## src/design/hchc_pkg.sv

```systemverilog
// Shared types, codes and clamp helpers for the HVAC call hysteresis controller.
// No dependencies; every other design file takes names from here by scope.
`default_nettype none
package hchc_pkg;

  // Configuration register indexes
  localparam logic [2:0] REG_MODE         = 3'd0;
  localparam logic [2:0] REG_HYSTERESIS   = 3'd1;
  localparam logic [2:0] REG_MIN_GAP      = 3'd2;
  localparam logic [2:0] REG_MIN_SETPOINT = 3'd3;
  localparam logic [2:0] REG_MAX_SETPOINT = 3'd4;

  // Reset values of the configuration registers
  localparam logic [1:0] MODE_RST         = 2'd0;
  localparam logic [6:0] HYSTERESIS_RST   = 7'd10;
  localparam logic [7:0] MIN_GAP_RST      = 8'd30;
  localparam logic [9:0] MIN_SETPOINT_RST = 10'd450;
  localparam logic [9:0] MAX_SETPOINT_RST = 10'd900;

  // Setpoint reset values in tenths of a degree
  localparam logic [9:0] HEAT_POINT_RST = 10'd680;
  localparam logic [9:0] COOL_POINT_RST = 10'd760;
  localparam logic signed [12:0] SETPOINT_CEIL = 13'sd1023;

  // Input kind codes
  localparam logic [1:0] KIND_SAMPLE = 2'd0;
  localparam logic [1:0] KIND_HEAT   = 2'd1;
  localparam logic [1:0] KIND_COOL   = 2'd2;

  // Call state codes
  localparam logic [1:0] CALL_IDLE = 2'd0;
  localparam logic [1:0] CALL_HEAT = 2'd1;
  localparam logic [1:0] CALL_COOL = 2'd2;

  typedef enum logic [1:0] {
    OP_SAMPLE,
    OP_ADJ_HEAT,
    OP_ADJ_COOL,
    OP_NONE
  } op_e;

  typedef struct packed {
    op_e                op;
    logic signed [11:0] temp;
    logic signed [9:0]  delta;
  } item_t;

  // Low bound tested first: with crossed bounds, x below lo gives lo, else hi
  function automatic logic signed [12:0] clamp_low_first(
    input logic signed [12:0] x,
    input logic signed [12:0] lo,
    input logic signed [12:0] hi
  );
    logic signed [12:0] r;
    if (x < lo) begin
      r = lo;
    end else if (x > hi) begin
      r = hi;
    end else begin
      r = x;
    end
    return r;
  endfunction

  // Saturate to the 10-bit setpoint range
  function automatic logic [9:0] sat_setpoint(input logic signed [12:0] x);
    logic [9:0] r;
    if (x < 13'sd0) begin
      r = 10'd0;
    end else if (x > SETPOINT_CEIL) begin
      r = SETPOINT_CEIL[9:0];
    end else begin
      r = x[9:0];
    end
    return r;
  endfunction

endpackage
`default_nettype wire

```

## src/design/hchc_front.sv

```systemverilog
// Front end: takes input transactions and classifies them into queue items.
// Depends on hchc_pkg.
`default_nettype none
module hchc_front (
  input  wire logic               in_valid_i,
  output logic                    in_ready_o,
  input  wire logic [1:0]         kind_i,
  input  wire logic signed [11:0] temp_i,
  input  wire logic signed [9:0]  delta_i,
  output logic                    push_o,
  input  wire logic               q_ready_i,
  output hchc_pkg::item_t         item_o
);

  hchc_pkg::op_e op;

  always_comb begin
    case (kind_i)
      hchc_pkg::KIND_SAMPLE: op = hchc_pkg::OP_SAMPLE;
      hchc_pkg::KIND_HEAT:   op = hchc_pkg::OP_ADJ_HEAT;
      hchc_pkg::KIND_COOL:   op = hchc_pkg::OP_ADJ_COOL;
      default:               op = hchc_pkg::OP_NONE;
    endcase
  end

  assign item_o.op    = op;
  assign item_o.temp  = temp_i;
  assign item_o.delta = delta_i;

  assign in_ready_o = q_ready_i;
  assign push_o     = in_valid_i && q_ready_i;

endmodule
`default_nettype wire

```

## src/design/hchc_queue.sv

```systemverilog
// Short FIFO of classified items between the front end and the back end.
// Depends on hchc_pkg.
`default_nettype none
module hchc_queue #(
  parameter int Depth = 2
) (
  input  wire logic             clk_i,
  input  wire logic             rst_ni,
  input  wire logic             push_i,
  input  wire hchc_pkg::item_t  item_i,
  output logic                  ready_o,
  output logic                  valid_o,
  input  wire logic             pop_i,
  output hchc_pkg::item_t       item_o
);

  localparam int PtrW = (Depth > 1) ? $clog2(Depth) : 1;
  localparam int CntW = $clog2(Depth + 1);
  localparam logic [PtrW-1:0] LastPtr = PtrW'(Depth - 1);
  localparam logic [CntW-1:0] FullCnt = CntW'(Depth);

  hchc_pkg::item_t mem_q [Depth];
  logic [PtrW-1:0] wr_ptr_q, wr_ptr_d;
  logic [PtrW-1:0] rd_ptr_q, rd_ptr_d;
  logic [CntW-1:0] cnt_q, cnt_d;
  logic            do_push, do_pop;

  assign ready_o = (cnt_q != FullCnt);
  assign valid_o = (cnt_q != '0);
  assign item_o  = mem_q[rd_ptr_q];
  assign do_push = push_i && ready_o;
  assign do_pop  = pop_i && valid_o;

  always_comb begin
    wr_ptr_d = wr_ptr_q;
    rd_ptr_d = rd_ptr_q;
    cnt_d    = cnt_q;
    if (do_push) begin
      wr_ptr_d = (wr_ptr_q == LastPtr) ? '0 : wr_ptr_q + PtrW'(1);
    end
    if (do_pop) begin
      rd_ptr_d = (rd_ptr_q == LastPtr) ? '0 : rd_ptr_q + PtrW'(1);
    end
    if (do_push && !do_pop) begin
      cnt_d = cnt_q + CntW'(1);
    end else if (do_pop && !do_push) begin
      cnt_d = cnt_q - CntW'(1);
    end
  end

  always_ff @(posedge clk_i or negedge rst_ni) begin
    if (!rst_ni) begin
      wr_ptr_q <= '0;
      rd_ptr_q <= '0;
      cnt_q    <= '0;
    end else begin
      wr_ptr_q <= wr_ptr_d;
      rd_ptr_q <= rd_ptr_d;
      cnt_q    <= cnt_d;
    end
  end

  always_ff @(posedge clk_i) begin
    if (do_push) begin
      mem_q[wr_ptr_q] <= item_i;
    end
  end

`ifndef SYNTHESIS
  a_cnt_bound: assert property (@(posedge clk_i) disable iff (!rst_ni)
    cnt_q <= FullCnt) else $error("queue count above depth");
  a_cnt_track: assert property (@(posedge clk_i) disable iff (!rst_ni)
    (do_push && !do_pop) |=> (cnt_q == $past(cnt_q) + CntW'(1)))
    else $error("queue count missed a push");
  a_full_hold: assert property (@(posedge clk_i) disable iff (!rst_ni)
    (cnt_q == FullCnt) |=> $stable(wr_ptr_q))
    else $error("write pointer moved while full");
`endif

endmodule
`default_nettype wire

```

## src/design/hchc_back.sv

```systemverilog
// Back end: config registers, setpoint clamp, call state machine, output register.
// Depends on hchc_pkg.
`default_nettype none
module hchc_back (
  input  wire logic             clk_i,
  input  wire logic             rst_ni,
  input  wire logic             cfg_we_i,
  input  wire logic [2:0]       cfg_idx_i,
  input  wire logic [9:0]       cfg_wdata_i,
  input  wire logic             q_valid_i,
  input  wire hchc_pkg::item_t  item_i,
  output logic                  pop_o,
  output logic                  out_valid_o,
  input  wire logic             out_ready_i,
  output logic [1:0]            call_o,
  output logic [9:0]            heat_setpoint_o,
  output logic [9:0]            cool_setpoint_o
);

  logic [1:0] mode_q;
  logic [6:0] hyst_q;
  logic [7:0] gap_q;
  logic [9:0] min_sp_q;
  logic [9:0] max_sp_q;

  logic [1:0] call_q, call_d;
  logic [9:0] heat_q, heat_d;
  logic [9:0] cool_q, cool_d;

  logic       out_valid_q;
  logic [1:0] out_call_q;
  logic [9:0] out_heat_q;
  logic [9:0] out_cool_q;

  logic               pop;
  logic               heat_ok, cool_ok;
  logic               heat_rel, cool_rel, heat_start, cool_start;
  logic [1:0]         call_rel;
  logic signed [12:0] heat_s, cool_s, gap_s, hyst_s, temp_s, delta_s;
  logic signed [12:0] heat_sum, cool_sum;

  // Take a queue item whenever the output register is free or being drained
  assign pop   = q_valid_i && (!out_valid_q || out_ready_i);
  assign pop_o = pop;

  always_ff @(posedge clk_i or negedge rst_ni) begin
    if (!rst_ni) begin
      mode_q   <= hchc_pkg::MODE_RST;
      hyst_q   <= hchc_pkg::HYSTERESIS_RST;
      gap_q    <= hchc_pkg::MIN_GAP_RST;
      min_sp_q <= hchc_pkg::MIN_SETPOINT_RST;
      max_sp_q <= hchc_pkg::MAX_SETPOINT_RST;
    end else if (cfg_we_i) begin
      case (cfg_idx_i)
        hchc_pkg::REG_MODE:         mode_q   <= cfg_wdata_i[1:0];
        hchc_pkg::REG_HYSTERESIS:   hyst_q   <= cfg_wdata_i[6:0];
        hchc_pkg::REG_MIN_GAP:      gap_q    <= cfg_wdata_i[7:0];
        hchc_pkg::REG_MIN_SETPOINT: min_sp_q <= cfg_wdata_i;
        hchc_pkg::REG_MAX_SETPOINT: max_sp_q <= cfg_wdata_i;
        default: ;
      endcase
    end
  end

  assign heat_s  = $signed({3'b000, heat_q});
  assign cool_s  = $signed({3'b000, cool_q});
  assign gap_s   = $signed({5'b00000, gap_q});
  assign hyst_s  = $signed({6'b000000, hyst_q});
  assign temp_s  = $signed({item_i.temp[11], item_i.temp});
  assign delta_s = $signed({{3{item_i.delta[9]}}, item_i.delta});

  assign heat_sum = heat_s + delta_s;
  assign cool_sum = cool_s + delta_s;

  assign heat_ok = mode_q[0];
  assign cool_ok = mode_q[1];

  // Release first, then a new call from idle needs the hysteresis margin
  assign heat_rel = (call_q == hchc_pkg::CALL_HEAT) && (!heat_ok || temp_s >= heat_s);
  assign cool_rel = (call_q == hchc_pkg::CALL_COOL) && (!cool_ok || temp_s <= cool_s);
  assign call_rel = (heat_rel || cool_rel) ? hchc_pkg::CALL_IDLE : call_q;
  assign heat_start = heat_ok && (temp_s <= heat_s - hyst_s);
  assign cool_start = cool_ok && (temp_s >= cool_s + hyst_s);

  always_comb begin
    call_d = call_q;
    heat_d = heat_q;
    cool_d = cool_q;
    case (item_i.op)
      hchc_pkg::OP_SAMPLE: begin
        call_d = call_rel;
        if (call_rel == hchc_pkg::CALL_IDLE) begin
          if (heat_start) begin
            call_d = hchc_pkg::CALL_HEAT;
          end else if (cool_start) begin
            call_d = hchc_pkg::CALL_COOL;
          end
        end
      end
      hchc_pkg::OP_ADJ_HEAT: begin
        heat_d = hchc_pkg::sat_setpoint(hchc_pkg::clamp_low_first(
          heat_sum, $signed({3'b000, min_sp_q}), cool_s - gap_s));
      end
      hchc_pkg::OP_ADJ_COOL: begin
        cool_d = hchc_pkg::sat_setpoint(hchc_pkg::clamp_low_first(
          cool_sum, heat_s + gap_s, $signed({3'b000, max_sp_q})));
      end
      default: ;
    endcase
  end

  always_ff @(posedge clk_i or negedge rst_ni) begin
    if (!rst_ni) begin
      call_q      <= hchc_pkg::CALL_IDLE;
      heat_q      <= hchc_pkg::HEAT_POINT_RST;
      cool_q      <= hchc_pkg::COOL_POINT_RST;
      out_valid_q <= 1'b0;
    end else begin
      if (pop) begin
        call_q      <= call_d;
        heat_q      <= heat_d;
        cool_q      <= cool_d;
        out_valid_q <= 1'b1;
      end else if (out_ready_i) begin
        out_valid_q <= 1'b0;
      end
    end
  end

  always_ff @(posedge clk_i) begin
    if (pop) begin
      out_call_q <= call_d;
      out_heat_q <= heat_d;
      out_cool_q <= cool_d;
    end
  end

  assign out_valid_o     = out_valid_q;
  assign call_o          = out_call_q;
  assign heat_setpoint_o = out_heat_q;
  assign cool_setpoint_o = out_cool_q;

`ifndef SYNTHESIS
  a_no_pop_stalled: assert property (@(posedge clk_i) disable iff (!rst_ni)
    (out_valid_q && !out_ready_i) |-> !pop) else $error("pop while output stalled");
  a_pop_fills: assert property (@(posedge clk_i) disable iff (!rst_ni)
    pop |=> (out_valid_q && out_call_q == call_q && out_heat_q == heat_q
             && out_cool_q == cool_q)) else $error("output does not match state");
  a_state_hold: assert property (@(posedge clk_i) disable iff (!rst_ni)
    !pop |=> ($stable(call_q) && $stable(heat_q) && $stable(cool_q)))
    else $error("state changed without an item");
`endif

endmodule
`default_nettype wire

```

## src/design/hvac_call_hysteresis_controller_top.sv

```systemverilog
// Top level of the HVAC call hysteresis controller: front end, queue, back end.
// Depends on hchc_pkg, hchc_front, hchc_queue and hchc_back.
//
// Usage:
//   Input stream s_axis: tuser carries the item kind (sample, heat adjust, cool adjust),
//   tdata the indoor temperature and setpoint delta. Output stream m_axis returns one
//   transaction per input transaction: call state and both setpoints after that item.
//   Configuration: write cfg_wdata_i to register cfg_idx_i when cfg_we_i is high
//   (0 mode, 1 hysteresis, 2 min gap, 3 min setpoint, 4 max setpoint); write only
//   while no transaction is in flight.
// Timing:
//   A transaction accepted into the queue is executed by the back end straight from the
//   queue head and lands in the output register, which drives m_axis_tvalid; the
//   queue register and the output register lie between the input and the output
//   handshake. One transaction per cycle is sustained while m_axis_tready is high;
//   the clamp and compare path in the back end is combinational.
// Reset:
//   Call goes idle, setpoints return to 68.0 F / 76.0 F, registers to defaults.
// Stall:
//   When m_axis_tready is low the output register holds; the queue takes up to
//   QueueDepth more transactions before s_axis_tready drops.
`default_nettype none
module hvac_call_hysteresis_controller_top #(
  parameter int QueueDepth = 2
) (
  input  wire logic        clk_i,
  input  wire logic        rst_ni,
  input  wire logic        cfg_we_i,
  input  wire logic [2:0]  cfg_idx_i,
  input  wire logic [9:0]  cfg_wdata_i,
  input  wire logic        s_axis_tvalid,
  output logic             s_axis_tready,
  input  wire logic [23:0] s_axis_tdata,   // indoor_temp[11:0], delta[21:12], zero pad
  input  wire logic [1:0]  s_axis_tuser,   // kind[1:0]
  output logic             m_axis_tvalid,
  input  wire logic        m_axis_tready,
  output logic [23:0]      m_axis_tdata    // call[1:0], heat_setpoint[11:2],
                                           // cool_setpoint[21:12], zero pad
);

  hchc_pkg::item_t front_item, q_item;
  logic            push, q_ready, q_valid, pop;
  logic [1:0]      call;
  logic [9:0]      heat_sp, cool_sp;

  hchc_front u_front (
    .in_valid_i (s_axis_tvalid),
    .in_ready_o (s_axis_tready),
    .kind_i     (s_axis_tuser),
    .temp_i     ($signed(s_axis_tdata[11:0])),
    .delta_i    ($signed(s_axis_tdata[21:12])),
    .push_o     (push),
    .q_ready_i  (q_ready),
    .item_o     (front_item)
  );

  hchc_queue #(
    .Depth (QueueDepth)
  ) u_queue (
    .clk_i   (clk_i),
    .rst_ni  (rst_ni),
    .push_i  (push),
    .item_i  (front_item),
    .ready_o (q_ready),
    .valid_o (q_valid),
    .pop_i   (pop),
    .item_o  (q_item)
  );

  hchc_back u_back (
    .clk_i           (clk_i),
    .rst_ni          (rst_ni),
    .cfg_we_i        (cfg_we_i),
    .cfg_idx_i       (cfg_idx_i),
    .cfg_wdata_i     (cfg_wdata_i),
    .q_valid_i       (q_valid),
    .item_i          (q_item),
    .pop_o           (pop),
    .out_valid_o     (m_axis_tvalid),
    .out_ready_i     (m_axis_tready),
    .call_o          (call),
    .heat_setpoint_o (heat_sp),
    .cool_setpoint_o (cool_sp)
  );

  assign m_axis_tdata = {2'b00, cool_sp, heat_sp, call};

endmodule
`default_nettype wire
```

## config.mk

```make
export PLATFORM = sky130hd
export DESIGN_NAME = hvac_call_hysteresis_controller_top
export DESIGN_NICKNAME = d
export VERILOG_FILES = /design/src/design/hchc_pkg.sv /design/src/design/hchc_front.sv /design/src/design/hchc_queue.sv /design/src/design/hchc_back.sv /design/src/design/hvac_call_hysteresis_controller_top.sv
export SDC_FILE = /design/constraint.sdc
export NUM_CORES = 1
export LEC_CHECK = 0
export ABC_AREA = 1
export ABC_CLOCK_PERIOD_IN_PS = 5500
export BUFFER_PORTS_ARGS = -buffer_cell sky130_fd_sc_hd__clkbuf_2
export CELL_PAD_IN_SITES_DETAIL_PLACEMENT = 0
export CELL_PAD_IN_SITES_GLOBAL_PLACEMENT = 1
export CORE_MARGIN = 2
export CORE_UTILIZATION = 40
export CTS_BUF_LIST = sky130_fd_sc_hd__clkbuf_8
export DETAILED_ROUTE_END_ITERATION = 16
export PLACE_DENSITY_LB_ADDON = 0.25
export SYNTH_ARGS = -nofsm -noshare
export SYNTH_HDL_FRONTEND = slang
export SYNTH_HIERARCHICAL = 1
export SYNTH_SLANG_ARGS = --single-unit
```

## constraint.sdc

```tcl
create_clock -name clk_i -period 5.5 [get_ports clk_i]
set_input_delay 1.65 -clock clk_i [delete_from_list [all_inputs] [get_ports clk_i]]
set_output_delay 1.65 -clock clk_i [all_outputs]
set_load 0.05 [all_outputs]
```

==> results.txt <==
* Status: finished, final reports clean
* Number of nets at the end of the flow: 1,679
- Worst rel slew slack: 0.216
- Clock latency on the worst-skew pair, taken at its later pin, is 0.48 ns.
- Post-CTS repair changed the size of 0 cells.
* DRC viols: 0
- Among the stages of the critical path, the cell type that occurs most often is sky130_fd_sc_hd__nand2_1.
- Fraction of final layout cells with drive strength greater than 1: 0.118
* Number of buffers added on ports: 65
* Routed length per placed instance: 16.8 µm
- Overall routed net length: 31,000 µm
- Via density per instance: 5.01
- Portion of the post-synthesis area used by sequential elements: 0.339
- Kind of cell adding the most delay to the critical path: simple AND/OR/NAND/NOR gates
- Before antenna repair, the detailed router went through 6 iterations.
- The number of hold-slack violations in the final timing report was 0.
- CP max-delay cell: sky130_fd_sc_hd__fa_1
- Setup total negative slack on the finished layout was measured at 0 ns.
- Clock root buffer master: sky130_fd_sc_hd__clkbuf_8
- TritonCTS built the clock tree.
* Warnings from Yosys: 6
- Synthesis inferred 134 register bits.
- Top achievable clock speed: 212 MHz
- Buffer and inverter count on the worst path: 5
- Setup violations remaining at the end of the flow were counted as 0.
* Die ar.: 28,900 µm²
- Wire length of the first global-routing pass: 48,200 µm
- Data required, critical path: 5.76 ns
- Die height: 170 µm
- Synthesis produced 1,445 cells.
* Share of the clock period used by the worst path: 0.856
* Cell area after synthesis: 11,000 µm²
* Time the worst path needs with I/O delays and setup: 4.71 ns
* Unrepaired setup endpoints after global routing: false
- Routability-driven placement finished with a final weighted congestion of 0.891.
* Initial Util: 0.408
- Worst Setup Start Kind: flip-flop
- Cts-stage hold buffer count: 0
- Crit Path Max Fanout: 26
* Maximum number of pins on one net before global-route repair: 34
- Across the whole layout, storage elements account for 3730 µm².
- Relative to the synthesized area, the layout overhead comes to 7.97%.
* Overflow after GRT: 0
- Vias after detailed routing: 9,241
- Total I/O pin count: 70
- Area of the multi-input gates: 6190 µm²
- Flip-flop cell with the highest count after synthesis: sky130_fd_sc_hd__edfxtp_1
* Number of nets still failing antenna checks after routing: 0
- Post-synthesis async set-or-reset flop share: 0.478
- In this run the core area contains 60 standard-cell rows.
- The detailed router finished its first iteration with 691 violations.
* Kind of path behind the tightest hold check: reg -> reg
- The via count of the first global-routing pass is 8,728.
* Placeable core region: 27,000 µm²
* Number of antenna repair diodes: 0
- The number of max-slew violations in the final report came to 0.
- Antenna violations before repair: 1
* Number of CTS-inserted buffers: 17
- # Post-CTS Setup Buffers: 0
- The worst setup path is captured at a flip-flop.
- Fill cells in the final layout number 2,800.
* Final HPWL DP: 24,900 µm
* Final Skew: 0.0255 ns
* Post-synth EDFFs: 70
* Horizontal die dimension: 170 µm
- The setup path with the least slack is of type reg -> reg.
- A synthesized cell averages 7.63 µm².
- Clock-pin slew on the worst setup and hold paths: 0.09 ns
- CTS sink count: 134
- Max-capacitance violation count: 0
- Synthesis instantiated 47 different standard cells from the library.
* Longest individual stage delay on the worst path: 0.40 ns
* Total global-route track usage: 0.223
* Arrival @ worst endpoint: 4.97 ns
- In this run the number of H-tree levels came out at 4.
- Worst slew pin tran: 1.17 ns
* Number of buffers on the longest clock path: 2
[synthesized netlist by cell type, types with 2 or more instances]
cell                         n  share of area
sky130_fd_sc_hd__nand2_1   475           0.16
sky130_fd_sc_hd__inv_1     190          0.065
sky130_fd_sc_hd__ha_1      137           0.16
sky130_fd_sc_hd__nand3_1    96          0.044
sky130_fd_sc_hd__nor2_1     71          0.024
sky130_fd_sc_hd__edfxtp_1   70           0.19
sky130_fd_sc_hd__a21oi_1    61          0.028
sky130_fd_sc_hd__o21ai_0    58          0.026
sky130_fd_sc_hd__dfrtp_1    40          0.091
sky130_fd_sc_hd__nand4_1    32          0.018
sky130_fd_sc_hd__xor2_1     30          0.024
sky130_fd_sc_hd__buf_4      29          0.020
sky130_fd_sc_hd__dfstp_2    24          0.057
sky130_fd_sc_hd__nand2_2    17         0.0096
sky130_fd_sc_hd__clkbuf_1   13         0.0044
sky130_fd_sc_hd__xnor2_1    13          0.010
sky130_fd_sc_hd__o21bai_1   10         0.0068
sky130_fd_sc_hd__o21ai_2     7         0.0056
sky130_fd_sc_hd__a21o_1      6         0.0041
sky130_fd_sc_hd__fa_1        6          0.011
sky130_fd_sc_hd__nor3_1      6         0.0027
sky130_fd_sc_hd__and2_1      5         0.0028
sky130_fd_sc_hd__a211oi_1    4         0.0027
sky130_fd_sc_hd__a21boi_0    4         0.0027
sky130_fd_sc_hd__buf_2       4         0.0018
sky130_fd_sc_hd__buf_6       4         0.0041
sky130_fd_sc_hd__nand3b_1    4         0.0027
sky130_fd_sc_hd__inv_2       3         0.0010
sky130_fd_sc_hd__nor2_4      3         0.0031
sky130_fd_sc_hd__clkbuf_8    2         0.0025
sky130_fd_sc_hd__nand2_4     2         0.0020
sky130_fd_sc_hd__nand3_2     2         0.0018
sky130_fd_sc_hd__nor4_1      2         0.0011
sky130_fd_sc_hd__o211ai_1    2         0.0014
[metrics by stage]
step | util | area [µm²] | setup slack (ns) | hold slack (ns) | cells
2_1_floorplan | - | 11000 | 1.90 | 0.453 | 1446
3_3_place_gp | 0.426 | 11500 | 0.843 | 0.472 | 1814
3_5_place_dp | 0.426 | 11500 | 0.794 | 0.484 | 1814
4_1_cts | 0.440 | 11900 | 0.768 | 0.500 | 1846
5_1_grt | 0.440 | 11900 | 0.210 | 0.522 | 1846
6_report | 0.440 | 11900 | 0.793 | 0.498 | 1846
[per-layer routing]
metal / routed length, µm / track usage
met2: 14100 / 0.363
met4: 607 / 0.0673
met5: 0 / 0
met3: 1790 / 0.0381
met1: 14500 / 0.304
[worst reg2reg max path: cells and delay by family, from the launching register on]
kind / cells / cell delay [ns]
xor gates and xnor gates: 1 / 0.25
adders and majority gates: 3 / 0.95
DFF: 1 / 0.37
buffers and inverters: 5 / 0.69
and+or+nand+nor: 17 / 1.88
AOI/OAI and AO/OA: 1 / 0.34
[worst paths after layout]
kind,from,end,slack [ns],cells past startpoint
worst min-delay path,u_back/max_sp_q[2],u_back/max_sp_q[2],0.50,2
worst max-delay path,u_queue/rd_ptr_q,u_back/cool_setpoint_o[2],0.79,27
min in group asynchronous,rst_ni,u_back/gap_q[6],1.23,1
max in group asynchronous,rst_ni,u_back/heat_q[7],3.30,2
worst max register to register,u_queue/rd_ptr_q,u_back/cool_setpoint_o[2],0.79,27
worst min register to register,u_back/max_sp_q[2],u_back/max_sp_q[2],0.50,2
[registers in the layout, summed over array words and instances, names as in the netlist]
register,flops
u_back/out_valid_o,1
u_back/min_sp_q,10
u_back/mode_q,2
u_queue/wr_ptr_q,1
u_back/call_o,2
u_back/heat_q,10
u_back/cool_setpoint_o,10
u_back/heat_setpoint_o,10
u_back/max_sp_q,10
u_back/cool_q,10
u_back/hyst_q,7
u_back/call_q,2
u_queue/mem_q,48
u_queue/rd_ptr_q,1
u_queue/cnt_q,2
u_back/gap_q,8
[cell usage in the layout, fill, tap and decap left out, types with 3 or more instances in the layout]
cell                           n
sky130_fd_sc_hd__clkbuf_2     64
sky130_fd_sc_hd__edfxtp_1     70
sky130_fd_sc_hd__nand2_1     475
sky130_fd_sc_hd__nand3b_1      4
sky130_fd_sc_hd__nor2_4        3
sky130_fd_sc_hd__inv_8         3
sky130_fd_sc_hd__inv_2         3
sky130_fd_sc_hd__o21bai_1     10
sky130_fd_sc_hd__nor3_1        6
sky130_fd_sc_hd__inv_1       191
sky130_fd_sc_hd__nand4_1      32
sky130_fd_sc_hd__a21o_1        6
sky130_fd_sc_hd__buf_4        15
sky130_fd_sc_hd__o21ai_2       7
sky130_fd_sc_hd__nand2_2      17
sky130_fd_sc_hd__nand3_1      96
sky130_fd_sc_hd__nor2_1       69
sky130_fd_sc_hd__nor2_2        3
sky130_fd_sc_hd__dfrtp_1      40
sky130_fd_sc_hd__and2_1        5
sky130_fd_sc_hd__a21boi_0      4
sky130_fd_sc_hd__inv_6         4
sky130_fd_sc_hd__a211oi_1      4
sky130_fd_sc_hd__clkbuf_8     17
sky130_fd_sc_hd__xor2_1       30
sky130_fd_sc_hd__fa_1          6
sky130_fd_sc_hd__a21oi_1      61
sky130_fd_sc_hd__ha_1        137
sky130_fd_sc_hd__xnor2_1      13
sky130_fd_sc_hd__clkinvlp_4    3
sky130_fd_sc_hd__dfstp_2      24
sky130_fd_sc_hd__o21ai_0      58
sky130_fd_sc_hd__clkinv_4      3
[cell type report]
type,instances,area share
flip-flops and latches,134,0.314
multi-input cells,1065,0.520
repair buffers,80,0.0368
well taps,341,0.0358
clock inverters,15,0.0122
inverters,194,0.0618
clock buffers,17,0.0197
[kinds of logic (layout without fill, tap and decap cells)]
family                     after synthesis  after routing  share of synthesized area
other                                    1              2                   0.000340
AOI/OAI and AO/OA                      159            159                     0.0835
adders and majority gates              143            143                      0.166
and+or+nand+nor                        717            717                      0.275
buffers and inverters                  247            306                      0.101
DFF                                    134            134                      0.339
xor gates and xnor gates                44             44                     0.0356
Power is left out: the tool's default activity adds up to more than one toggle a clock period on the data nets, which glitch-free logic cannot reach.
